`src/design/assert_macros.svh`:
```
// assertion helpers, disabled by ASSERT_OFF
`ifndef ASSERT_MACROS_SVH
`define ASSERT_MACROS_SVH

`ifndef ASSERT_OFF

// property held at every clock edge outside reset
`define ASSERT_PROP(lbl, clk, rst, prop) \
   lbl: assert property (@(posedge clk) disable iff (rst) (prop)) \
      else $error("assertion failed");

// condition that must hold at every clock edge outside reset
`define ASSERT_ALWAYS(lbl, clk, rst, expr) \
   lbl: assert property (@(posedge clk) disable iff (rst) (expr)) \
      else $error("invariant violated");

`else

`define ASSERT_PROP(lbl, clk, rst, prop)
`define ASSERT_ALWAYS(lbl, clk, rst, expr)

`endif

`endif

```
`src/design/bsl_pkg.sv`:
```
package bsl_pkg;

   localparam int DEPTH  = 16;
   localparam int CNT_W  = $clog2(DEPTH + 1);
   localparam int VAL_W  = 32;
   localparam int KIND_W = 3;
   localparam int POS_W  = 5;
   localparam int STAT_W = 2;
   localparam int OCC_W  = 5;
   localparam int CMP_W  = (CNT_W > POS_W) ? CNT_W : POS_W;

   typedef enum logic [KIND_W-1:0] {
      KIND_INS_FRONT = 3'd0,
      KIND_INS_BACK  = 3'd1,
      KIND_INS_AT    = 3'd2,
      KIND_DEL_FRONT = 3'd3,
      KIND_DEL_BACK  = 3'd4,
      KIND_DEL_AT    = 3'd5,
      KIND_SEARCH    = 3'd6,
      KIND_DUMP      = 3'd7
   } kind_type;

   typedef enum logic [STAT_W-1:0] {
      STATUS_OK      = 2'd0,
      STATUS_FULL    = 2'd1,
      STATUS_EMPTY   = 2'd2,
      STATUS_INVALID = 2'd3
   } status_type;

   typedef enum logic [1:0] {
      CELL_HOLD       = 2'd0,
      CELL_SHIFT_BACK = 2'd1,
      CELL_SHIFT_FWD  = 2'd2,
      CELL_LOAD       = 2'd3
   } cell_op_type;

   typedef struct packed {
      cell_op_type       op;
      logic [VAL_W-1:0]  data;
   } cell_ctl_type;

endpackage

```
`src/design/bsl_cell.sv`:
```
module bsl_cell
   import bsl_pkg::*;
(
   input  logic               clock,
   input  cell_ctl_type       ctl,
   input  logic [VAL_W-1:0]   prev_value,
   input  logic [VAL_W-1:0]   next_value,
   output logic [VAL_W-1:0]   value,
   output logic               match
);

   logic [VAL_W-1:0] value_ff;

   always_ff @(posedge clock) begin
      unique case (ctl.op)
         CELL_HOLD:       value_ff <= value_ff;
         CELL_SHIFT_BACK: value_ff <= prev_value;
         CELL_SHIFT_FWD:  value_ff <= next_value;
         CELL_LOAD:       value_ff <= ctl.data;
         default:         value_ff <= value_ff;
      endcase
   end

   assign value = value_ff;
   assign match = (value_ff == ctl.data);

endmodule

```
`src/design/bounded_sequence_list_core.sv`:
```
// channel   | ports                                         | handshake
// ----------+-----------------------------------------------+---------------------------
// request   | req_kind, req_value, req_position             | start high while busy low
// response  | rsp_status, rsp_found, rsp_entry,             | rsp_valid, one cycle a beat
//           | rsp_occupancy, rsp_last                       |
//
// inserts, deletes and searches are each handled in the accepting cycle and may follow
// back to back; the response beat appears the cycle after acceptance
// a dump rotates the row once through the occupied cells: one beat per entry,
// busy while the dump state sends the entries out
// reset clears the entry count and the control state; cell contents are not cleared
// the response side cannot stall: every beat is taken in its cycle
module bounded_sequence_list_core
   import bsl_pkg::*;
(
   input  logic                      clock,
   input  logic                      reset,
   input  logic                      start,
   output logic                      busy,
   input  logic [KIND_W-1:0]         req_kind,
   input  logic signed [VAL_W-1:0]   req_value,
   input  logic [POS_W-1:0]          req_position,
   output logic                      rsp_valid,
   output logic [STAT_W-1:0]         rsp_status,
   output logic                      rsp_found,
   output logic signed [VAL_W-1:0]   rsp_entry,
   output logic [OCC_W-1:0]          rsp_occupancy,
   output logic                      rsp_last
);

`include "assert_macros.svh"

   typedef enum logic {
      SM_IDLE,
      SM_DUMP
   } sm_type;

   sm_type               state_ff;
   logic [CNT_W-1:0]     count_ff;
   logic [CNT_W-1:0]     count_in;
   logic [CNT_W-1:0]     left_ff;
   logic                 rsp_valid_ff;
   status_type           rsp_status_ff;
   status_type           status_in;
   logic                 rsp_found_ff;
   logic [VAL_W-1:0]     rsp_entry_ff;
   logic [OCC_W-1:0]     rsp_occupancy_ff;
   logic                 rsp_last_ff;

   kind_type             kind;
   logic                 go;
   logic                 dumping;
   logic                 is_ins;
   logic                 is_del;
   logic                 full;
   logic                 del_ok;
   logic                 hit_any;
   logic [CMP_W-1:0]     count_w;
   logic [CMP_W-1:0]     pos_w;
   logic [CMP_W-1:0]     pos_m1;
   logic [CMP_W-1:0]     ins_idx;
   logic [CMP_W-1:0]     del_idx;
   logic [VAL_W-1:0]     bus_data;

   logic [VAL_W-1:0]     values [DEPTH];
   logic [DEPTH-1:0]     match;
   logic [DEPTH-1:0]     hit;
   cell_ctl_type         ctl [DEPTH];

   assign kind    = kind_type'(req_kind);
   assign dumping = (state_ff == SM_DUMP);
   assign busy    = dumping;
   assign go      = start && !dumping;
   assign is_ins  = (kind == KIND_INS_FRONT) || (kind == KIND_INS_BACK) ||
                    (kind == KIND_INS_AT);
   assign is_del  = (kind == KIND_DEL_FRONT) || (kind == KIND_DEL_BACK) ||
                    (kind == KIND_DEL_AT);
   assign full    = (count_ff == CNT_W'(DEPTH));
   assign count_w = CMP_W'(count_ff);
   assign pos_w   = CMP_W'(req_position);
   assign pos_m1  = pos_w - CMP_W'(1);
   assign bus_data = dumping ? values[0] : req_value;
   assign hit_any = |hit;

   always_comb begin
      unique case (kind)
         KIND_INS_FRONT: ins_idx = '0;
         KIND_INS_BACK:  ins_idx = count_w;
         default: begin
            if (pos_w == '0) begin
               ins_idx = '0;
            end else if (pos_m1 > count_w) begin
               ins_idx = count_w;
            end else begin
               ins_idx = pos_m1;
            end
         end
      endcase
   end

   always_comb begin
      unique case (kind)
         KIND_DEL_FRONT: del_idx = '0;
         KIND_DEL_BACK:  del_idx = count_w - CMP_W'(1);
         default:        del_idx = pos_m1;
      endcase
   end

   assign del_ok = (count_ff != '0) &&
                   !((kind == KIND_DEL_AT) && ((pos_w == '0) || (pos_m1 >= count_w)));

   // the row of cells
   for (genvar i = 0; i < DEPTH; i++) begin : g_cell
      logic [VAL_W-1:0] prev_v;
      logic [VAL_W-1:0] next_v;

      if (i == 0) begin : g_first
         assign prev_v = values[i];
      end else begin : g_mid_prev
         assign prev_v = values[i-1];
      end

      if (i == DEPTH - 1) begin : g_end
         assign next_v = values[i];
      end else begin : g_mid_next
         assign next_v = values[i+1];
      end

      always_comb begin
         ctl[i].data = bus_data;
         ctl[i].op   = CELL_HOLD;
         if (dumping) begin
            // rotate the occupied cells, front value wraps to the back
            if (CMP_W'(i) == count_w - CMP_W'(1)) begin
               ctl[i].op = CELL_LOAD;
            end else if (CMP_W'(i) < count_w - CMP_W'(1)) begin
               ctl[i].op = CELL_SHIFT_FWD;
            end
         end else if (go && is_ins && !full) begin
            if (CMP_W'(i) == ins_idx) begin
               ctl[i].op = CELL_LOAD;
            end else if (CMP_W'(i) > ins_idx) begin
               ctl[i].op = CELL_SHIFT_BACK;
            end
         end else if (go && is_del && del_ok) begin
            if (CMP_W'(i) >= del_idx) begin
               ctl[i].op = CELL_SHIFT_FWD;
            end
         end
      end

      assign hit[i] = match[i] && (CMP_W'(i) < count_w);

      bsl_cell u_cell (
         .clock      (clock),
         .ctl        (ctl[i]),
         .prev_value (prev_v),
         .next_value (next_v),
         .value      (values[i]),
         .match      (match[i])
      );
   end

   always_comb begin
      count_in  = count_ff;
      status_in = STATUS_OK;
      if (is_ins) begin
         if (full) begin
            status_in = STATUS_FULL;
         end else begin
            count_in = count_ff + CNT_W'(1);
         end
      end else if (is_del) begin
         if (count_ff == '0) begin
            status_in = STATUS_EMPTY;
         end else if (!del_ok) begin
            status_in = STATUS_INVALID;
         end else begin
            count_in = count_ff - CNT_W'(1);
         end
      end else if (kind == KIND_DUMP) begin
         if (count_ff == '0) begin
            status_in = STATUS_EMPTY;
         end
      end
   end

   always_ff @(posedge clock) begin
      if (reset) begin
         state_ff     <= SM_IDLE;
         count_ff     <= '0;
         left_ff      <= '0;
         rsp_valid_ff <= 1'b0;
      end else begin
         rsp_valid_ff <= 1'b0;
         unique case (state_ff)
            SM_IDLE: begin
               if (go) begin
                  rsp_status_ff    <= status_in;
                  rsp_found_ff     <= (kind == KIND_SEARCH) && hit_any;
                  rsp_entry_ff     <= '0;
                  rsp_occupancy_ff <= OCC_W'(count_in);
                  rsp_last_ff      <= 1'b1;
                  count_ff         <= count_in;
                  if ((kind == KIND_DUMP) && (count_ff != '0)) begin
                     state_ff <= SM_DUMP;
                     left_ff  <= count_ff;
                  end else begin
                     rsp_valid_ff <= 1'b1;
                  end
               end
            end
            SM_DUMP: begin
               rsp_valid_ff     <= 1'b1;
               rsp_status_ff    <= STATUS_OK;
               rsp_found_ff     <= 1'b0;
               rsp_entry_ff     <= values[0];
               rsp_occupancy_ff <= OCC_W'(count_ff);
               rsp_last_ff      <= (left_ff == CNT_W'(1));
               left_ff          <= left_ff - CNT_W'(1);
               if (left_ff == CNT_W'(1)) begin
                  state_ff <= SM_IDLE;
               end
            end
            default: state_ff <= SM_IDLE;
         endcase
      end
   end

   assign rsp_valid     = rsp_valid_ff;
   assign rsp_status    = rsp_status_ff;
   assign rsp_found     = rsp_found_ff;
   assign rsp_entry     = rsp_entry_ff;
   assign rsp_occupancy = rsp_occupancy_ff;
   assign rsp_last      = rsp_last_ff;

   `ASSERT_ALWAYS(a_count_bound, clock, reset, count_ff <= CNT_W'(DEPTH))
   `ASSERT_PROP(a_dump_beat, clock, reset, dumping |=> rsp_valid)
   `ASSERT_PROP(a_dump_count, clock, reset, dumping |=> count_ff == $past(count_ff))
   `ASSERT_PROP(a_single_beat, clock, reset,
      (go && (kind != KIND_DUMP)) |=> (rsp_valid && rsp_last))

endmodule

```
`config.mk`:
```
export PLATFORM = sky130hd
export DESIGN_NAME = bounded_sequence_list_core
export DESIGN_NICKNAME = d
export VERILOG_FILES = /design/src/design/bsl_pkg.sv /design/src/design/bsl_cell.sv /design/src/design/bounded_sequence_list_core.sv
export VERILOG_INCLUDE_DIRS = /design/src /design/src/design
export SDC_FILE = /design/constraint.sdc
export NUM_CORES = 1
export LEC_CHECK = 0
export BUFFER_PORTS_ARGS = -buffer_cell sky130_fd_sc_hd__buf_2
export CORE_MARGIN = 5
export CORE_UTILIZATION = 65
export CTS_CLUSTER_DIAMETER = 200
export CTS_CLUSTER_SIZE = 30
export DETAILED_ROUTE_END_ITERATION = 10
export PLACE_DENSITY = 0.86
export REMOVE_ABC_BUFFERS = 1
export SETUP_SLACK_MARGIN = 0.3
export SLEW_MARGIN = 20
export SYNTH_ARGS = -nofsm -noshare
export SYNTH_HDL_FRONTEND = slang
export SYNTH_SLANG_ARGS = --single-unit
```
`constraint.sdc`:
```
create_clock -name clock -period 12.9 [get_ports clock]
set_input_delay 1.935 -clock clock [delete_from_list [all_inputs] [get_ports clock]]
set_output_delay 1.935 -clock clock [all_outputs]
set_load 0.02 [all_outputs]
```
### Yosys cells after proc, flatten, opt, wreduce, memory -nomap -nowiden

Cells that the tools add are included.

* register bits after elaboration: 565
* input port bits: 43

* $add $sub $neg: 4
* order comparisons: 66
* eq/ne operators: 105
* muxes and demuxes: 181
* bitwise gates (word level): 2
* reduce and logical (&&, ||, !) cells: 61

Operator list (count)
* $pmux 32 s3: 14
* $eq 32x32->1: 16
* $mux 2: 119
* $pmux 32 s2: 3
* $eq 4x5->1 const A: 16
* $lt 4x5->1 const A: 16
* $eq 2x2->1 const B: 32
* $mux 32: 2
* $mux 5: 10
* $eq 3x5->1 const A: 8
* $ge 4x5->1 const A: 8
* $gt 4x5->1 const A: 8
* $lt 3x5->1 const A: 8
* $pmux 5 s2: 4
* $eq 2x1->1 const B: 16
* $logic_not 2->1: 16
* $logic_and 1x1->1: 25
* $mux 1: 24
* $eq 2x5->1 const A: 4
* $ge 3x5->1 const A: 4
* $gt 3x5->1 const A: 4
* $logic_not 5->1: 4
* $lt 1x5->1 const A: 4
* $lt 2x5->1 const A: 4
* other kinds (25): 50

### Depth between registers and ports, before layout

* depth in word-level cells: 12
* depth in mapped cells: 16
* depth with buffers taken out: 13

### Hierarchy

Synthesis repeated with hierarchy kept, for this count alone.

* cells, all modules: 3426
* area total of the unflattened synthesis: 36113.4 µm²

Modules (own cells, without submodules)
* bsl_cell: instances 16, cells an instance 183, area each 1986.9 µm²
* bounded_sequence_list_core: instances 1, cells an instance 498, area each 4322.9 µm²

### Worst setup path before layout

OpenSTA, ideal clock, no wires.

* path kind: in2reg
* start point: in req_position[0]
* end point: reg g_cell[0].u_cell.value_ff[0], enable pin
* data arrival time: 6713 ps
* required time: 12464 ps
* setup slack: 5752 ps
* cell stages on the path: 12
* path buffers: 0
* path through: inv_1 -> ha_1 -> or3b_2 -> xnor2_1 -> ha_1 -> and2_4 -> a221oi_4 -> a41oi_1 -> nor4b_1 -> nand3_1 -> or3_1 -> a22oi_1

* longest elaborated chain between the ends: 12
* elaborated cells on any way between the ends: 25
* those cells by class: add/sub (1); order compare (4); eq/ne (1); mux (10); reduce/logical (9)

Ends and longest elaborated chain
* start: declaration: RTL line bounded_sequence_list_core.sv:22 `input logic [POS_W-1:0] req_position,`
* $sub 5x1->5: RTL line bounded_sequence_list_core.sv:81 `assign pos_m1 = pos_w - CMP_W'(1);`
* $gt 5x5->1 or $ge 5x5->1 (tied branches): RTL line bounded_sequence_list_core.sv:92, bounded_sequence_list_core.sv:110
* $mux 5 or $logic_or 1x1->1 (tied branches): RTL line bounded_sequence_list_core.sv:92, bounded_sequence_list_core.sv:110
* $mux 5 or $logic_and 1x1->1 (tied branches): RTL line bounded_sequence_list_core.sv:90, bounded_sequence_list_core.sv:110
* $pmux 5 s2 or $logic_not 1->1 (tied branches): RTL line bounded_sequence_list_core.sv:86, bounded_sequence_list_core.sv:110
* $gt 1x5->1 or $logic_and 1x1->1 (tied branches): RTL line bounded_sequence_list_core.sv:142, bounded_sequence_list_core.sv:109
* $mux 1 or $logic_and 1x1->1 (tied branches): RTL line bounded_sequence_list_core.sv:142, bounded_sequence_list_core.sv:145
* $mux 2 (on tied branches): RTL line bounded_sequence_list_core.sv:140, bounded_sequence_list_core.sv:145
* $mux 2 *: RTL line bounded_sequence_list_core.sv:139 `end else if (go && is_ins && !full) begin`
* $mux 2 *: RTL line bounded_sequence_list_core.sv:132 `if (dumping) begin`
* $eq 2x1->1 or $logic_not 2->1 (tied branches): RTL line bsl_cell.sv:15 `unique case (ctl.op)`
* $reduce_or 2->1 (no line) *
* end signal: assignment: RTL line bsl_cell.sv:16 `CELL_HOLD: value_ff <= value_ff;`
* end signal: assignment: RTL line bsl_cell.sv:17 `CELL_SHIFT_BACK: value_ff <= prev_value;`
* end signal: assignment: RTL line bsl_cell.sv:18 `CELL_SHIFT_FWD: value_ff <= next_value;`
* end: declaration: RTL line bsl_cell.sv:12 `logic [VAL_W-1:0] value_ff;`

Mark *: on every way between the ends. The rest lies on a longest branch, timed or not.
A chain may end at the register's enable or synchronous reset.

### Worst setup path after layout

* start point: in req_position[0]
* end point: reg g_cell[14].u_cell.value_ff[27], enable pin

* longest elaborated chain between the ends: 11
* elaborated cells on any way between the ends: 23
* those cells by class: add/sub (1); order compare (4); eq/ne (1); mux (10); reduce/logical (7)

Ends and longest elaborated chain (RTL line)
* $sub 5x1->5: bounded_sequence_list_core.sv:81
* $gt 5x5->1 or $ge 5x5->1 (tied branches): bounded_sequence_list_core.sv:92, bounded_sequence_list_core.sv:110
* $mux 5 or $logic_or 1x1->1 (tied branches): bounded_sequence_list_core.sv:92, bounded_sequence_list_core.sv:110
* $mux 5 or $logic_and 1x1->1 (tied branches): bounded_sequence_list_core.sv:90, bounded_sequence_list_core.sv:110
* $pmux 5 s2 or $logic_not 1->1 (tied branches): bounded_sequence_list_core.sv:86, bounded_sequence_list_core.sv:110
* $gt 4x5->1 or $logic_and 1x1->1 (tied branches): bounded_sequence_list_core.sv:142, bounded_sequence_list_core.sv:109
* $mux 1 or $logic_and 1x1->1 (tied branches): bounded_sequence_list_core.sv:142, bounded_sequence_list_core.sv:145
* $mux 2 (on tied branches): bounded_sequence_list_core.sv:140, bounded_sequence_list_core.sv:145
* $mux 2 *: bounded_sequence_list_core.sv:139
* $mux 2 *: bounded_sequence_list_core.sv:132
* $logic_not 2->1 *: bsl_cell.sv:15
* end signal: assignment: bsl_cell.sv:16
* end signal: assignment: bsl_cell.sv:17
* end signal: assignment: bsl_cell.sv:18
* end: declaration: bsl_cell.sv:12

Marks and branches as above.

==> results.sh <==
export IMPL_power_density_mw_per_mm2=137.6
export IMPL_multi_input_area_mm2=0.01995
export IMPL_track_usage=0.4197
export IMPL_combPwrFrac=0.321
export IMPL_drt_iter0_markers=5351
export IMPL_drtAntennaViolNets=0
export IMPL_end_kind="flip-flop"
export IMPL_cts_resized=0
export IMPL_finalNonFillerCells=4016
export IMPL_cts_root_buffer="clkbuf_16"
export IMPL_synth_most_common_cell="mux2_2"
export IMPL_place_hpwl_mm=96.97
export IMPL_postCtsSetupRepairBufs=0
export IMPL_synthAdderAreaFrac=0.004276
export IMPL_drc=0
export IMPL_netlist_area_leader_share=0.4365
export IMPL_fin_worst_skew_ps=27.63
export IMPL_cts_sinks=565
export IMPL_dp_slack_ps=5150
export IMPL_ys_ff_latch=565
export IMPL_first_pass_iters=6
export IMPL_outcome="complete, no violations"
export IMPL_crit_start="req_position[0]"
export IMPL_die_x_um=251.9
export IMPL_fin_crit_ps=7223
export IMPL_synthMuxAreaShare=0.2229
export IMPL_synthTopCellsByArea="edfxtp_1 (44%), mux2_2 (17%), xnor2_1 (11%), mux2i_1 (3.9%), a21oi_1 (2.6%)"
export IMPL_place_inst=3972
export IMPL_design_core_area_mm2=0.05781
export IMPL_relSlewSlack=0.2084
export IMPL_syn_inst=3305
export IMPL_yosys_area_top_type="edfxtp_1"
export IMPL_ys_warn_count=0
export IMPL_async_flop_share=0
export IMPL_grt_pass1_vias=29010
export IMPL_layout_drive_gt1_share=0.2845
export IMPL_layout_setup_ws_ps=5677
export IMPL_routabilityCongestion=1.067
export IMPL_syn_area_per_cell_um2=11.51
export IMPL_p_sw_uw=1974
export IMPL_area_delta_synth_final_pct=4.759
export IMPL_clockBufferDepth=3
export IMPL_drv_slew=0
export IMPL_postCtsHoldBufs=0
export IMPL_wl_per_cell_um=34.72
export IMPL_cts_tree="built"
export IMPL_start_util=0.6581
export IMPL_irDropWorstVdd_uv=124.8
export IMPL_clkPwrFrac=0.171
export IMPL_fin_crit_sh=0.5599
export IMPL_critPathMaxFanout=33
export IMPL_hold_start="left_ff[4]"
export IMPL_max_freq_mhz=138.5
export IMPL_critPathRequiredTime_ps=13170
export IMPL_syn_area_mm2=0.03804
export IMPL_cts_buffers=22
export IMPL_worstSetupPathType="in -> reg"
export IMPL_ys_flop_type="edfxtp_1"
export IMPL_insertion_delay_ps=620
export IMPL_grt_pass1_wl_mm=198.2
export IMPL_synth_simple_area_share=0.07663
export IMPL_cap_viol_max_count=0
export IMPL_r2r_start="count_ff[3]"
export IMPL_antenna_found_initial=4
export IMPL_synth_cell_types=85
export IMPL_wirelength_mm=139.4
export IMPL_holdWs_ps=504.9
export IMPL_p_int_uw=3508
export IMPL_vias=30090
export IMPL_yosysSeqAreaShare=0.4428
export IMPL_synth_edff_count=553
export IMPL_dieArea_mm2=0.06346
export IMPL_setup_violations=0
export IMPL_die_h_um=251.9
export IMPL_max_stage_delay_ps=850
export IMPL_p_seq_frac=0.507
export IMPL_crit_slowest_cell="a222oi_1"
export IMPL_register_area_mm2=0.01685
export IMPL_io_buffer_count=85
export IMPL_rsz0062_at_grt="false"
export IMPL_start_kind="input pin"
export IMPL_path_clk_slew_ps=120
export IMPL_hold_viol=0
export IMPL_fin_nets=3288
export IMPL_synth_compound_area_share=0.09693
export IMPL_htree_num_levels=1
export IMPL_switching_share=0.3601
export IMPL_worstPathArrival_ps=7500
export IMPL_drt_vias_per_instance=7.492
export IMPL_netlist_top_cells_count="mux2_2 (579), edfxtp_1 (553), xnor2_1 (474)"
export IMPL_leakage_uw=0.01302
export IMPL_fp_row_count=88
export IMPL_setup_tns_final_ps=0
export IMPL_synth_xor_area_share=0.1156
export IMPL_synth_top_family_by_area="multiplexers"
export IMPL_nFillCells=4139
export IMPL_pin_count=86
export IMPL_hp_class="reg -> reg"
export IMPL_overflow=0
export IMPL_cp_cell_sequence="buf_2 -> inv_1 -> ha_1 -> or3b_2 -> xnor2_1 -> ha_1 -> and2_4 -> a221o_1 -> o21ai_1 -> nand3_1 -> a222oi_1 -> a31oi_2 -> or2_1 -> buf_4 -> nand3_1 -> buf_4"
export IMPL_worst_pin_slew_ps=1163
export IMPL_grt_start_max_net_pins=66
==> cell type report <==
class	count	area share
multi-input combinational	2382	0.5007
sequential	565	0.4228
timing repair buffer	176	0.02813
tap	765	0.02402
clock buffer	39	0.01595
inverter	85	0.008006
clock inverter	1	0.0001884
antenna	3	0.0001884
==> flip-flops by register name (all words and copies together), names as in the netlist <==
register	count
rsp_occupancy	5
count_ff	5
rsp_valid	1
rsp_status	2
rsp_entry	32
rsp_found	1
rsp_last	1
g_cell.u_cell.value	512
left_ff	5
busy	1
==> worst paths after layout <==
path                            endpoint  slack, ps  depth (start not counted)
max reg2reg  g_cell[14].u_cell.value[27]       6960                         12
min                           left_ff[4]        500                          2
max          g_cell[14].u_cell.value[27]       5680                         16
min reg2reg                   left_ff[4]        500                          2
==> stage by stage <==
stage / total power (µW) / cell area, µm² / util
3_3_place_gp: 4411 / 39160 / 0.6774
2_1_floorplan: 3834 / 36810 / -
5_1_grt: 5597 / 39840 / 0.6893
6_report: 5482 / 39850 / 0.6894
4_1_cts: 5365 / 39810 / 0.6887
3_5_place_dp: 4483 / 39170 / 0.6775
==> logic make-up (layout without fill, tap and decap cells) <==
logic type | Yosys count | in the layout
compound gates | 537 | 537
xor+xnor | 502 | 502
fa+ha+maj | 13 | 13
buf+inv | 358 | 301
flops | 565 | 565
mux | 767 | 767
other cells | 0 | 3
simple gates | 563 | 563
==> worst max-delay path, delay by kind of cell <==
| kind | cells | cell delay (ps) |
|---|---|---|
| AOI/OAI and AO/OA | 4 | 2150 |
| and+or+nand+nor | 5 | 1440 |
| buffers and inverters | 4 | 1070 |
| adders and majority gates | 2 | 580 |
| xor gates and xnor gates | 1 | 270 |
==> layout by cell type (no fill, tap or decap), types with 11 or more instances in the layout <==
master	instances
ha_1	13
nor2_1	142
or2_2	12
edfxtp_1	553
inv_1	82
nand3_1	36
mux2_2	579
mux2_1	30
clkbuf_16	23
a211oi_1	19
nand4_1	76
o21ai_0	115
nand2b_1	12
dfxtp_1	11
nand2_1	43
xnor2_1	474
clkbuf_1	16
nor3_1	121
mux2i_1	132
o31ai_2	58
o31ai_1	43
a21oi_1	192
buf_4	90
mux2i_2	19
nor4_1	70
xor2_1	28
buf_2	85
==> metal layers <==
metal	GRT usage	routed length, µm	vias to the layer above
met1	0.5771	49590	14460
li1	-	-	12140
met5	0	0	-
met2	0.5642	54610	2890
met4	0.2343	10700	0
met3	0.1695	24550	598
==> power by group through the flow <==
stage	clock [µW]	combinational (µW)	sequential, µW
after floorplan	0	1210	2620
after global placement	0	1640	2780
after detailed placement	0	1700	2790
after CTS	917	1700	2740
after global routing	984	1840	2770
final	939	1760	2780
Note: power is estimated with default switching activity, not from simulation.
